--- src/hw/rtl/bemw_pkg.sv ---
`default_nettype none
package bemw_pkg;

    // field widths
    localparam int TICK_W    = 32;
    localparam int CUR_W     = 23;
    localparam int VOLT_W    = 15;
    localparam int THR_W     = 22;
    localparam int WLEN_W    = 16;
    localparam int SUM_W     = 64;
    localparam int ENERGY_W  = 32;
    localparam int AIR_W     = 27;
    localparam int CFG_IDX_W = 1;
    localparam int CFG_W     = 22;

    // current x voltage product, signed
    localparam int PROD_W = CUR_W + VOLT_W;

    // ticks per second is a power of two: divide by it with a shift
    localparam int TICK_SHIFT = 15;

    // energy: sum / (1000 * 32768), taken as (sum >> 15) / 1000
    localparam int DIVIDEND_W = SUM_W - TICK_SHIFT;
    localparam int DIV_CONST  = 1000;
    localparam int REM_W      = 10;

    // airtime: ticks * 1000 >> 15
    localparam int MUL_CONST_W = 10;
    localparam int AIR_PROD_W  = TICK_W + MUL_CONST_W;

    // register reset values
    localparam logic [THR_W-1:0]  THR_RESET  = THR_W'(25000);
    localparam logic [WLEN_W-1:0] WLEN_RESET = WLEN_W'(3500);

    // register indexes
    localparam logic [CFG_IDX_W-1:0] CFG_THRESHOLD = 1'b0;
    localparam logic [CFG_IDX_W-1:0] CFG_WINDOW    = 1'b1;

    // input word kinds
    localparam logic KIND_ARM    = 1'b0;
    localparam logic KIND_SAMPLE = 1'b1;

    typedef enum logic [1:0] {
        ST_IDLE,
        ST_MAC,
        ST_POST,
        ST_FINISH
    } bemw_state_t;

    // status of a serial arithmetic unit
    typedef struct packed {
        logic busy;
        logic done;
    } bemw_unit_sts_t;

endpackage
`default_nettype wire

--- src/hw/rtl/burst_energy_window_meter.sv ---
`default_nettype none
// Burst energy window meter. An arm word (kind 0) opens a window of
// window_length samples; each sample word (kind 1) inside the window is
// checked against detect_threshold, and current x voltage x tick delta is
// integrated from the first to the last sample at or above it. The last
// sample of the window produces one result word: energy in uJ (saturated
// signed 32 bits), time on air in ms and a burst flag. Words are taken one
// at a time. An arm word and a word outside a window are taken in the idle
// state; a sample inside a window then passes the post state and, once a
// burst has started, first runs the bit-serial multiply-accumulate (15
// voltage bits then 32 tick-delta bits). The closing sample adds the
// bit-serial divide by 1000 (49 quotient bits), plus any wait for the
// previous result word to be taken. Write the registers while idle.
module burst_energy_window_meter (
    input  wire logic                                   aclk,
    input  wire logic                                   aresetn,
    input  wire logic                                   cfg_we,
    input  wire logic        [bemw_pkg::CFG_IDX_W-1:0]  cfg_index,
    input  wire logic        [bemw_pkg::CFG_W-1:0]      cfg_wdata,
    input  wire logic                                   s_valid,
    output logic                                        s_ready,
    input  wire logic                                   s_kind,
    input  wire logic        [bemw_pkg::TICK_W-1:0]     s_timestamp,
    input  wire logic signed [bemw_pkg::CUR_W-1:0]      s_current_ua,
    input  wire logic        [bemw_pkg::VOLT_W-1:0]     s_bus_mv,
    output logic                                        m_valid,
    input  wire logic                                   m_ready,
    output logic signed      [bemw_pkg::ENERGY_W-1:0]   m_burst_energy,
    output logic             [bemw_pkg::AIR_W-1:0]      m_airtime_ms,
    output logic                                        m_burst_seen
);

    localparam int SAT_W = bemw_pkg::DIVIDEND_W - (bemw_pkg::ENERGY_W - 1);

    bemw_pkg::bemw_state_t state_reg, state_next;

    logic [bemw_pkg::THR_W-1:0]     thr_reg;
    logic [bemw_pkg::WLEN_W-1:0]    wlen_reg;

    logic                           window_open_reg, window_open_next;
    logic [bemw_pkg::WLEN_W-1:0]    samples_left_reg, samples_left_next;
    logic                           span_started_reg, span_started_next;
    logic [bemw_pkg::TICK_W-1:0]    first_tick_reg, first_tick_next;
    logic [bemw_pkg::TICK_W-1:0]    last_tick_reg, last_tick_next;
    logic [bemw_pkg::TICK_W-1:0]    prev_tick_reg, prev_tick_next;
    logic signed [bemw_pkg::CUR_W-1:0] prev_cur_reg, prev_cur_next;
    logic [bemw_pkg::VOLT_W-1:0]    prev_volt_reg, prev_volt_next;
    logic [bemw_pkg::SUM_W-1:0]     running_sum_reg, running_sum_next;
    logic [bemw_pkg::SUM_W-1:0]     committed_sum_reg, committed_sum_next;

    logic [bemw_pkg::TICK_W-1:0]    samp_tick_reg, samp_tick_next;
    logic signed [bemw_pkg::CUR_W-1:0] samp_cur_reg, samp_cur_next;
    logic [bemw_pkg::VOLT_W-1:0]    samp_volt_reg, samp_volt_next;

    logic                           m_valid_reg, m_valid_next;
    logic [bemw_pkg::ENERGY_W-1:0]  m_energy_reg, m_energy_next;
    logic [bemw_pkg::AIR_W-1:0]     m_air_reg, m_air_next;
    logic                           m_seen_reg, m_seen_next;

    logic                           mac_start, fin_start;
    logic                           fin_start_pending;
    bemw_pkg::bemw_unit_sts_t       mac_sts, div_sts, air_sts;
    logic [bemw_pkg::SUM_W-1:0]     mac_acc;
    logic [bemw_pkg::DIVIDEND_W-1:0] div_quo;
    logic [bemw_pkg::AIR_W-1:0]     air_ms;

    logic [bemw_pkg::TICK_W-1:0]    dt;
    logic [bemw_pkg::SUM_W-1:0]     sum_mag;
    logic                           crossed;
    logic                           sat;

    // configuration registers
    always_ff @(posedge aclk) begin
        if (!aresetn) begin
            thr_reg  <= bemw_pkg::THR_RESET;
            wlen_reg <= bemw_pkg::WLEN_RESET;
        end else if (cfg_we) begin
            unique case (cfg_index)
                bemw_pkg::CFG_THRESHOLD: thr_reg  <= cfg_wdata[bemw_pkg::THR_W-1:0];
                bemw_pkg::CFG_WINDOW:    wlen_reg <= cfg_wdata[bemw_pkg::WLEN_W-1:0];
                default: ;
            endcase
        end
    end

    // tick delta of the incoming sample, taken as the multiply-accumulate starts
    assign dt      = s_timestamp - prev_tick_reg;
    assign crossed = !samp_cur_reg[bemw_pkg::CUR_W-1] &&
                     (samp_cur_reg[bemw_pkg::CUR_W-2:0] >= thr_reg);
    assign sum_mag = committed_sum_reg[bemw_pkg::SUM_W-1] ?
                     (~committed_sum_reg + 1'b1) : committed_sum_reg;
    assign sat     = (div_quo[bemw_pkg::DIVIDEND_W-1:bemw_pkg::ENERGY_W-1] != SAT_W'(0));

    // next state and datapath control
    always_comb begin
        state_next         = state_reg;
        s_ready            = 1'b0;
        mac_start          = 1'b0;
        fin_start          = 1'b0;
        window_open_next   = window_open_reg;
        samples_left_next  = samples_left_reg;
        span_started_next  = span_started_reg;
        first_tick_next    = first_tick_reg;
        last_tick_next     = last_tick_reg;
        prev_tick_next     = prev_tick_reg;
        prev_cur_next      = prev_cur_reg;
        prev_volt_next     = prev_volt_reg;
        running_sum_next   = running_sum_reg;
        committed_sum_next = committed_sum_reg;
        samp_tick_next     = samp_tick_reg;
        samp_cur_next      = samp_cur_reg;
        samp_volt_next     = samp_volt_reg;
        m_valid_next       = m_valid_reg && !m_ready;
        m_energy_next      = m_energy_reg;
        m_air_next         = m_air_reg;
        m_seen_next        = m_seen_reg;

        unique case (state_reg)
            bemw_pkg::ST_IDLE: begin
                s_ready = 1'b1;
                if (s_valid) begin
                    samp_tick_next = s_timestamp;
                    samp_cur_next  = s_current_ua;
                    samp_volt_next = s_bus_mv;
                    if (s_kind == bemw_pkg::KIND_ARM) begin
                        // open a fresh window
                        window_open_next   = 1'b1;
                        samples_left_next  = wlen_reg;
                        span_started_next  = 1'b0;
                        first_tick_next    = '0;
                        last_tick_next     = '0;
                        prev_tick_next     = '0;
                        prev_cur_next      = '0;
                        prev_volt_next     = '0;
                        running_sum_next   = '0;
                        committed_sum_next = '0;
                    end else if (window_open_reg) begin
                        if (span_started_reg) begin
                            mac_start  = 1'b1;
                            state_next = bemw_pkg::ST_MAC;
                        end else begin
                            state_next = bemw_pkg::ST_POST;
                        end
                    end
                end
            end

            bemw_pkg::ST_MAC: begin
                if (mac_sts.done) begin
                    running_sum_next = mac_acc;
                    state_next       = bemw_pkg::ST_POST;
                end
            end

            bemw_pkg::ST_POST: begin
                // track the span and advance the window count
                if (crossed) begin
                    if (!span_started_reg) begin
                        span_started_next  = 1'b1;
                        first_tick_next    = samp_tick_reg;
                        running_sum_next   = '0;
                        committed_sum_next = '0;
                    end else begin
                        committed_sum_next = running_sum_reg;
                    end
                    last_tick_next = samp_tick_reg;
                end
                prev_tick_next = samp_tick_reg;
                prev_cur_next  = samp_cur_reg;
                prev_volt_next = samp_volt_reg;
                if (samples_left_reg > 1) begin
                    samples_left_next = samples_left_reg - 1'b1;
                    state_next        = bemw_pkg::ST_IDLE;
                end else begin
                    samples_left_next = '0;
                    window_open_next  = 1'b0;
                    state_next        = bemw_pkg::ST_FINISH;
                end
            end

            bemw_pkg::ST_FINISH: begin
                // the pending flag launches the units on entry; load the word once they finish and the output is free
                if (!div_sts.busy && !air_sts.busy && !div_sts.done && !air_sts.done &&
                    !fin_start_pending) begin
                    fin_start = 1'b0;
                end
                if (fin_start_pending) begin
                    fin_start = 1'b1;
                end else if (!div_sts.busy && !air_sts.busy &&
                             (!m_valid_reg || m_ready)) begin
                    m_valid_next = 1'b1;
                    m_seen_next  = span_started_reg;
                    if (!span_started_reg) begin
                        m_energy_next = '0;
                        m_air_next    = '0;
                    end else begin
                        m_air_next = air_ms;
                        if (!committed_sum_reg[bemw_pkg::SUM_W-1]) begin
                            m_energy_next = sat ? {1'b0, {(bemw_pkg::ENERGY_W-1){1'b1}}} :
                                            div_quo[bemw_pkg::ENERGY_W-1:0];
                        end else begin
                            m_energy_next = sat ? {1'b1, {(bemw_pkg::ENERGY_W-1){1'b0}}} :
                                            (~div_quo[bemw_pkg::ENERGY_W-1:0] + 1'b1);
                        end
                    end
                    state_next = bemw_pkg::ST_IDLE;
                end
            end

            default: state_next = bemw_pkg::ST_IDLE;
        endcase
    end

    // launch flag for the closing units, set on entry to the finish state
    always_ff @(posedge aclk) begin
        if (!aresetn) begin
            fin_start_pending <= 1'b0;
        end else begin
            fin_start_pending <= (state_reg == bemw_pkg::ST_POST) &&
                                 (state_next == bemw_pkg::ST_FINISH);
        end
    end

    // state and control registers
    always_ff @(posedge aclk) begin
        if (!aresetn) begin
            state_reg         <= bemw_pkg::ST_IDLE;
            window_open_reg   <= 1'b0;
            samples_left_reg  <= '0;
            span_started_reg  <= 1'b0;
            first_tick_reg    <= '0;
            last_tick_reg     <= '0;
            prev_tick_reg     <= '0;
            prev_cur_reg      <= '0;
            prev_volt_reg     <= '0;
            running_sum_reg   <= '0;
            committed_sum_reg <= '0;
            m_valid_reg       <= 1'b0;
        end else begin
            state_reg         <= state_next;
            window_open_reg   <= window_open_next;
            samples_left_reg  <= samples_left_next;
            span_started_reg  <= span_started_next;
            first_tick_reg    <= first_tick_next;
            last_tick_reg     <= last_tick_next;
            prev_tick_reg     <= prev_tick_next;
            prev_cur_reg      <= prev_cur_next;
            prev_volt_reg     <= prev_volt_next;
            running_sum_reg   <= running_sum_next;
            committed_sum_reg <= committed_sum_next;
            m_valid_reg       <= m_valid_next;
        end
    end

    // sample and result payload
    always_ff @(posedge aclk) begin
        samp_tick_reg <= samp_tick_next;
        samp_cur_reg  <= samp_cur_next;
        samp_volt_reg <= samp_volt_next;
        m_energy_reg  <= m_energy_next;
        m_air_reg     <= m_air_next;
        m_seen_reg    <= m_seen_next;
    end

    bemw_mac u_mac (
        .aclk    (aclk),
        .aresetn (aresetn),
        .start   (mac_start),
        .cur     (prev_cur_reg),
        .volt    (prev_volt_reg),
        .dt      (dt),
        .acc_in  (running_sum_reg),
        .sts     (mac_sts),
        .acc_out (mac_acc)
    );

    bemw_div u_div (
        .aclk     (aclk),
        .aresetn  (aresetn),
        .start    (fin_start),
        .dividend (sum_mag[bemw_pkg::SUM_W-1:bemw_pkg::TICK_SHIFT]),
        .sts      (div_sts),
        .quotient (div_quo)
    );

    bemw_air u_air (
        .aclk    (aclk),
        .aresetn (aresetn),
        .start   (fin_start),
        .ticks   (last_tick_reg - first_tick_reg),
        .sts     (air_sts),
        .airtime (air_ms)
    );

    assign m_valid        = m_valid_reg;
    assign m_burst_energy = m_energy_reg;
    assign m_airtime_ms   = m_air_reg;
    assign m_burst_seen   = m_seen_reg;

endmodule
`default_nettype wire

--- src/hw/rtl/bemw_mac.sv ---
`default_nettype none
// Serial multiply-accumulate: acc_out = acc_in + cur * volt * dt (mod 2^64).
// First pass walks the voltage bits, second pass walks the tick delta bits.
module bemw_mac (
    input  wire logic                                aclk,
    input  wire logic                                aresetn,
    input  wire logic                                start,
    input  wire logic signed [bemw_pkg::CUR_W-1:0]   cur,
    input  wire logic        [bemw_pkg::VOLT_W-1:0]  volt,
    input  wire logic        [bemw_pkg::TICK_W-1:0]  dt,
    input  wire logic        [bemw_pkg::SUM_W-1:0]   acc_in,
    output bemw_pkg::bemw_unit_sts_t                 sts,
    output logic             [bemw_pkg::SUM_W-1:0]   acc_out
);

    localparam int CNT_W = $clog2(bemw_pkg::TICK_W);

    logic                          busy_reg, busy_next;
    logic                          done_reg, done_next;
    logic                          phase_b_reg, phase_b_next;
    logic [CNT_W-1:0]              count_reg, count_next;
    logic [bemw_pkg::SUM_W-1:0]    mcand_reg, mcand_next;
    logic [bemw_pkg::VOLT_W-1:0]   volt_reg, volt_next;
    logic [bemw_pkg::TICK_W-1:0]   dt_reg, dt_next;
    logic [bemw_pkg::PROD_W-1:0]   prod_reg, prod_next;
    logic [bemw_pkg::SUM_W-1:0]    acc_reg, acc_next;

    // advance one multiplier bit per cycle
    always_comb begin
        busy_next    = busy_reg;
        done_next    = 1'b0;
        phase_b_next = phase_b_reg;
        count_next   = count_reg;
        mcand_next   = mcand_reg;
        volt_next    = volt_reg;
        dt_next      = dt_reg;
        prod_next    = prod_reg;
        acc_next     = acc_reg;
        if (start) begin
            busy_next    = 1'b1;
            phase_b_next = 1'b0;
            count_next   = CNT_W'(bemw_pkg::VOLT_W - 1);
            mcand_next   = bemw_pkg::SUM_W'(cur);
            volt_next    = volt;
            dt_next      = dt;
            prod_next    = '0;
            acc_next     = acc_in;
        end else if (busy_reg) begin
            if (!phase_b_reg) begin
                if (volt_reg[0]) begin
                    prod_next = prod_reg + mcand_reg[bemw_pkg::PROD_W-1:0];
                end
                volt_next  = volt_reg >> 1;
                mcand_next = mcand_reg << 1;
                if (count_reg == '0) begin
                    // hand the signed product to the second pass
                    phase_b_next = 1'b1;
                    count_next   = CNT_W'(bemw_pkg::TICK_W - 1);
                    mcand_next   = {{(bemw_pkg::SUM_W - bemw_pkg::PROD_W)
                                     {prod_next[bemw_pkg::PROD_W-1]}}, prod_next};
                end else begin
                    count_next = count_reg - 1'b1;
                end
            end else begin
                if (dt_reg[0]) begin
                    acc_next = acc_reg + mcand_reg;
                end
                dt_next    = dt_reg >> 1;
                mcand_next = mcand_reg << 1;
                if (count_reg == '0) begin
                    busy_next = 1'b0;
                    done_next = 1'b1;
                end else begin
                    count_next = count_reg - 1'b1;
                end
            end
        end
    end

    always_ff @(posedge aclk) begin
        if (!aresetn) begin
            busy_reg <= 1'b0;
            done_reg <= 1'b0;
        end else begin
            busy_reg <= busy_next;
            done_reg <= done_next;
        end
        phase_b_reg <= phase_b_next;
        count_reg   <= count_next;
        mcand_reg   <= mcand_next;
        volt_reg    <= volt_next;
        dt_reg      <= dt_next;
        prod_reg    <= prod_next;
        acc_reg     <= acc_next;
    end

    assign sts.busy = busy_reg;
    assign sts.done = done_reg;
    assign acc_out  = acc_reg;

endmodule
`default_nettype wire

--- src/hw/rtl/bemw_div.sv ---
`default_nettype none
// Restoring division by a constant, one quotient bit per cycle, MSB first.
module bemw_div (
    input  wire logic                                  aclk,
    input  wire logic                                  aresetn,
    input  wire logic                                  start,
    input  wire logic [bemw_pkg::DIVIDEND_W-1:0]       dividend,
    output bemw_pkg::bemw_unit_sts_t                   sts,
    output logic      [bemw_pkg::DIVIDEND_W-1:0]       quotient
);

    localparam int CNT_W = $clog2(bemw_pkg::DIVIDEND_W);

    logic                               busy_reg, busy_next;
    logic                               done_reg, done_next;
    logic [CNT_W-1:0]                   count_reg, count_next;
    logic [bemw_pkg::DIVIDEND_W-1:0]    shift_reg, shift_next;
    logic [bemw_pkg::REM_W-1:0]         rem_reg, rem_next;
    logic [bemw_pkg::REM_W:0]           trial;
    logic                               qbit;

    // shift a dividend bit into the remainder, subtract when it fits
    always_comb begin
        busy_next  = busy_reg;
        done_next  = 1'b0;
        count_next = count_reg;
        shift_next = shift_reg;
        rem_next   = rem_reg;
        trial      = {rem_reg, shift_reg[bemw_pkg::DIVIDEND_W-1]};
        qbit       = (trial >= (bemw_pkg::REM_W+1)'(bemw_pkg::DIV_CONST));
        if (start) begin
            busy_next  = 1'b1;
            count_next = CNT_W'(bemw_pkg::DIVIDEND_W - 1);
            shift_next = dividend;
            rem_next   = '0;
        end else if (busy_reg) begin
            if (qbit) begin
                rem_next = bemw_pkg::REM_W'(trial -
                           (bemw_pkg::REM_W+1)'(bemw_pkg::DIV_CONST));
            end else begin
                rem_next = trial[bemw_pkg::REM_W-1:0];
            end
            shift_next = {shift_reg[bemw_pkg::DIVIDEND_W-2:0], qbit};
            if (count_reg == '0) begin
                busy_next = 1'b0;
                done_next = 1'b1;
            end else begin
                count_next = count_reg - 1'b1;
            end
        end
    end

    always_ff @(posedge aclk) begin
        if (!aresetn) begin
            busy_reg <= 1'b0;
            done_reg <= 1'b0;
        end else begin
            busy_reg <= busy_next;
            done_reg <= done_next;
        end
        count_reg <= count_next;
        shift_reg <= shift_next;
        rem_reg   <= rem_next;
    end

    assign sts.busy = busy_reg;
    assign sts.done = done_reg;
    assign quotient = shift_reg;

endmodule
`default_nettype wire

--- src/hw/rtl/bemw_air.sv ---
`default_nettype none
// Airtime scaler: ticks * 1000 >> 15, shift-add over the constant's bits.
module bemw_air (
    input  wire logic                              aclk,
    input  wire logic                              aresetn,
    input  wire logic                              start,
    input  wire logic [bemw_pkg::TICK_W-1:0]       ticks,
    output bemw_pkg::bemw_unit_sts_t               sts,
    output logic      [bemw_pkg::AIR_W-1:0]        airtime
);

    localparam int CNT_W = $clog2(bemw_pkg::MUL_CONST_W);

    logic                               busy_reg, busy_next;
    logic                               done_reg, done_next;
    logic [CNT_W-1:0]                   count_reg, count_next;
    logic [bemw_pkg::MUL_CONST_W-1:0]   k_reg, k_next;
    logic [bemw_pkg::AIR_PROD_W-1:0]    mcand_reg, mcand_next;
    logic [bemw_pkg::AIR_PROD_W-1:0]    acc_reg, acc_next;

    always_comb begin
        busy_next  = busy_reg;
        done_next  = 1'b0;
        count_next = count_reg;
        k_next     = k_reg;
        mcand_next = mcand_reg;
        acc_next   = acc_reg;
        if (start) begin
            busy_next  = 1'b1;
            count_next = CNT_W'(bemw_pkg::MUL_CONST_W - 1);
            k_next     = bemw_pkg::MUL_CONST_W'(bemw_pkg::DIV_CONST);
            mcand_next = bemw_pkg::AIR_PROD_W'(ticks);
            acc_next   = '0;
        end else if (busy_reg) begin
            if (k_reg[0]) begin
                acc_next = acc_reg + mcand_reg;
            end
            k_next     = k_reg >> 1;
            mcand_next = mcand_reg << 1;
            if (count_reg == '0) begin
                busy_next = 1'b0;
                done_next = 1'b1;
            end else begin
                count_next = count_reg - 1'b1;
            end
        end
    end

    always_ff @(posedge aclk) begin
        if (!aresetn) begin
            busy_reg <= 1'b0;
            done_reg <= 1'b0;
        end else begin
            busy_reg <= busy_next;
            done_reg <= done_next;
        end
        count_reg <= count_next;
        k_reg     <= k_next;
        mcand_reg <= mcand_next;
        acc_reg   <= acc_next;
    end

    assign sts.busy = busy_reg;
    assign sts.done = done_reg;
    assign airtime  = acc_reg[bemw_pkg::TICK_SHIFT +: bemw_pkg::AIR_W];

endmodule
`default_nettype wire

--- config.mk ---
export PLATFORM = sky130hd
export DESIGN_NAME = burst_energy_window_meter
export DESIGN_NICKNAME = d
export VERILOG_FILES = /design/src/hw/rtl/bemw_pkg.sv /design/src/hw/rtl/burst_energy_window_meter.sv /design/src/hw/rtl/bemw_mac.sv /design/src/hw/rtl/bemw_div.sv /design/src/hw/rtl/bemw_air.sv
export SDC_FILE = /design/constraint.sdc
export NUM_CORES = 2
export LEC_CHECK = 0
export BUFFER_PORTS_ARGS = -buffer_cell sky130_fd_sc_hd__buf_2
export CAP_MARGIN = 0
export CORE_MARGIN = 2
export CORE_UTILIZATION = 65
export DETAILED_ROUTE_END_ITERATION = 12
export HOLD_SLACK_MARGIN = 0.02
export PLACE_DENSITY = 0.79
export SETUP_SLACK_MARGIN = 0.5
export SYNTH_ARGS = -nofsm -noshare
export SYNTH_HDL_FRONTEND = slang
export SYNTH_SLANG_ARGS = --single-unit
--- constraint.sdc ---
create_clock -name aclk -period 5.8 [get_ports aclk]
set_clock_uncertainty 0.2 [all_clocks]
set_input_delay 0.87 -clock aclk [delete_from_list [all_inputs] [get_ports aclk]]
set_output_delay 0.87 -clock aclk [all_outputs]
set_load 0.005 [all_outputs]
==> results.yml <==
finish:
  layout_cells_sized_above_1_pct: 7.82
  area.growth.synth_to_final_pct: 9.56
  final_common_cell: "nand2_1"
  layout.cells.non_filler: 5850
  area.sequential_mm2: 0.0206
  multiInputGateArea_mm2: 0.0226
  mostFrequentLayoutCells: "nand2_1, dfxtp_1, o21ai_0"
  finish.utilization_pct: 71.8
  fillers: 5246
  final_area_mm2: 0.0492
  design.final.nets: 5228
timing:
  setup_violations: 0
  finalHoldViolations: 0
  timing.fmax_ghz: 0.232
  timing_worst_slew_pin_value_ps: 1260
  setup_total_negative_slack_ps: 0
  min_period_ps: 4310
  period_share_pct: 74.3
  worst_slack_ps: 1490
  fin_hold_ws_ps: 190
  timing.max_slew.rel_slack_pct: 15.8
  grt_setup_unrepaired: "false"
  finalMaxSlewViolations: 0
global_route:
  antenna_violations_before_repair: 8
  grt_pass1_wl_mm: 169
  grt_start_max_net_pins: 162
  grt.overflow.total: 0
  grt_pass1_vias: 33575
  grt_util_all_layers_pct: 28.8
critical_path:
  worst_setup_path_end_kind: "flip-flop"
  worst-endpoint-required_ps: 5970
  worst_setup_path_start_kind: "flip-flop"
  worstReg2RegStart: "u_mac.mcand_reg[0]"
  critPathTopFamily: "compound AO/OA/AOI/OAI gates"
  crit_fanout: 4
  worstPathBufferInverterCount: 1
  cp.arrival_ps: 4480
  worst_path_max_delay_cell: "o41ai_1"
  crit_chain: "ha_1 -> inv_1 -> fa_1 -> nand2b_1 -> a21oi_1 -> o31a_1 -> o2111ai_1 -> a211oi_1 -> a211oi_1 -> o41ai_1 -> a21oi_1 -> o31ai_1 -> xnor2_1 -> a21oi_1"
  r2r-end: "u_mac.acc_out[36]"
  critical-path-max-stage-delay_ps: 720
  cp-endpoint: "u_mac.acc_out[36]"
  crit_start: "u_mac.mcand_reg[0]"
  crit_cells: 14
  ff2ff_setup_slack_ps: 1490
  timing.critical_path.mode_cell: "a21oi_1"
  timing.setup.critical_path_class: "flip-flop to flip-flop"
  r2r.worst_path.cells: 14
synth:
  synth_enable_flop_cells: 386
  netlist.top_cell.by_area: "edfxtp_1"
  yosysWarningCount: 0
  share_of_yosys_cell_area_claimed_by_the_top_area_cell_type_pct: 25.8
  synth.lib_cells_used.distinct: 84
  synthTopCellsByArea: "edfxtp_1, dfxtp_1, ha_1"
  synth_top_flop_cell: "dfxtp_1"
  yosysSeqAreaShare_pct: 46.0
  syn-mean-instance-area_um2: 9.20
  share_of_flip_flops_with_an_asynchronous_set_or_reset_after_synthesis_pct: 0
  synthesis.nets: 5215
  syn-cell-area_mm2: 0.0449
  yosys_register_bits: 838
  synthCells: 4874
placed_design:
  dp_slack_ps: 1540
  gpl.final_weighted_congestion: 0.903
  io_buffers: 160
  place_area_mm2: 0.0461
  dp_hpwl_mm: 71.8
  numPlacedInstances: 5678
flow_run:
  max-cap-violations: 0
floorplan:
  floorplan.die.height_um: 267
  starting_density_of_the_core_pct: 65.5
  floorplan.die.width_um: 267
  placementRows: 96
  coreArea_mm2: 0.0685
  boundaryPins: 161
  dieArea_mm2: 0.0711
detailed_routing:
  ant_nets: 0
  avgRoutedWirePerCell_um: 17.8
  iteration_count_of_the_initial_detailed_routing_pass: 6
  via_to_cell_ratio: 6.09
  vias: 35636
  postRouteWirelength_mm: 104
  drt_drc_violations_left: 0
  drt_iter0_drc: 2918
power:
  power_per_cell_area_mw_per_mm2: 365
  vdd_ir_drop_max_uv: 352
  fin_total_pwr_mw: 17.9
  power.leakage_nw: 19.5
clock_network:
  clock_tree.htree_level_count: 3
  tritoncts_clock_tree: "yes"
  post_cts_repair_setup_buffers: 0
  max-clock-path-buffers: 3
  tritoncts_buffers: 89
  clk-insertion-delay-late_ps: 650
  post_cts.resized_instances: 0
  cts_hold_buf: 0
  clk_pin_slew_ps: 70
  cts.sinks: 838
  clock_tree.root_cell: "clkbuf_16"
run_status:
  status: "complete, no violations"
worst_hold_path:
  worst_hold_path_type: "input port to flip-flop"
==> layer usage <==
metal	share of wire [%]	up-vias	routed length, um	track usage [%]
met5	0.0086	-	9	0
met4	2.8	2	2950	8.79
met3	6.3	190	6540	4.08
met2	45	1101	47200	46.8
met1	46	16732	47500	40.1
li1	-	17611	-	-
==> worst min path at each step <==
stage | from | to | cells after the start
after floorplan | span_started_reg | m_burst_seen | 0
after global placement | u_div.rem_reg[9] | u_div.rem_reg[9] | 2
after detailed placement | u_div.rem_reg[9] | u_div.rem_reg[9] | 2
after CTS | s_current_ua[2] | samp_cur_reg[2] | 1
after global routing | s_current_ua[3] | samp_cur_reg[3] | 1
final | s_bus_mv[4] | samp_volt_reg[4] | 1
==> power by group <==
group | switching, mW | internal (mW)
combinational | 3.11 | 1.92
clock | 2.40 | 3.35
sequential | 0.390 | 6.77
total | 5.89 | 12.0
==> Yosys cell counts, types with 13 or more instances <==
| library cell | number |
|---|---|
| edfxtp_1 | 386 |
| nand2_1 | 667 |
| o31ai_1 | 28 |
| or3_1 | 20 |
| o21a_1 | 24 |
| nor2b_1 | 124 |
| inv_1 | 163 |
| nor4_1 | 22 |
| nand3_1 | 121 |
| o211ai_1 | 20 |
| clkbuf_1 | 250 |
| nor2_1 | 314 |
| nand4_1 | 40 |
| a31oi_1 | 28 |
| and2_1 | 80 |
| dfxtp_1 | 452 |
| a211oi_1 | 52 |
| a22oi_1 | 74 |
| xnor2_1 | 107 |
| o21bai_1 | 23 |
| nor3_1 | 58 |
| buf_1 | 28 |
| a21oi_1 | 359 |
| o21ai_0 | 418 |
| a22o_1 | 100 |
| a21o_1 | 133 |
| and3_1 | 23 |
| nor3b_1 | 13 |
| nand2b_1 | 42 |
| mux2i_1 | 52 |
| ha_1 | 237 |
| a21boi_0 | 40 |
| o22ai_1 | 15 |
| a32o_1 | 31 |
| xor2_1 | 152 |
==> layout make-up <==
type | count | area share, %
clock inverter | 30 | 0.799
inverter | 163 | 1.24
clock buffer | 137 | 5.29
antenna | 5 | 0.0255
multi-input combinational | 3594 | 46.1
sequential | 838 | 42.0
tap | 882 | 2.25
timing repair buffer | 201 | 2.32
==> logic make-up (layout without fill, tap and decap cells) <==
logic type | after synthesis | in the layout | synth area share (%)
flip-flops | 838 | 838 | 46.0
multiplexers | 53 | 53 | 1.19
other | 0 | 5 | 0
buffers and inverters | 442 | 531 | 3.71
adder cells (fa/ha/maj) | 242 | 242 | 6.83
AND/OR/NAND/NOR | 1577 | 1577 | 16.3
XOR/XNOR | 259 | 259 | 5.06
AO/OA/AOI/OAI | 1463 | 1463 | 20.9
Note: power is estimated with default switching activity, not from simulation.
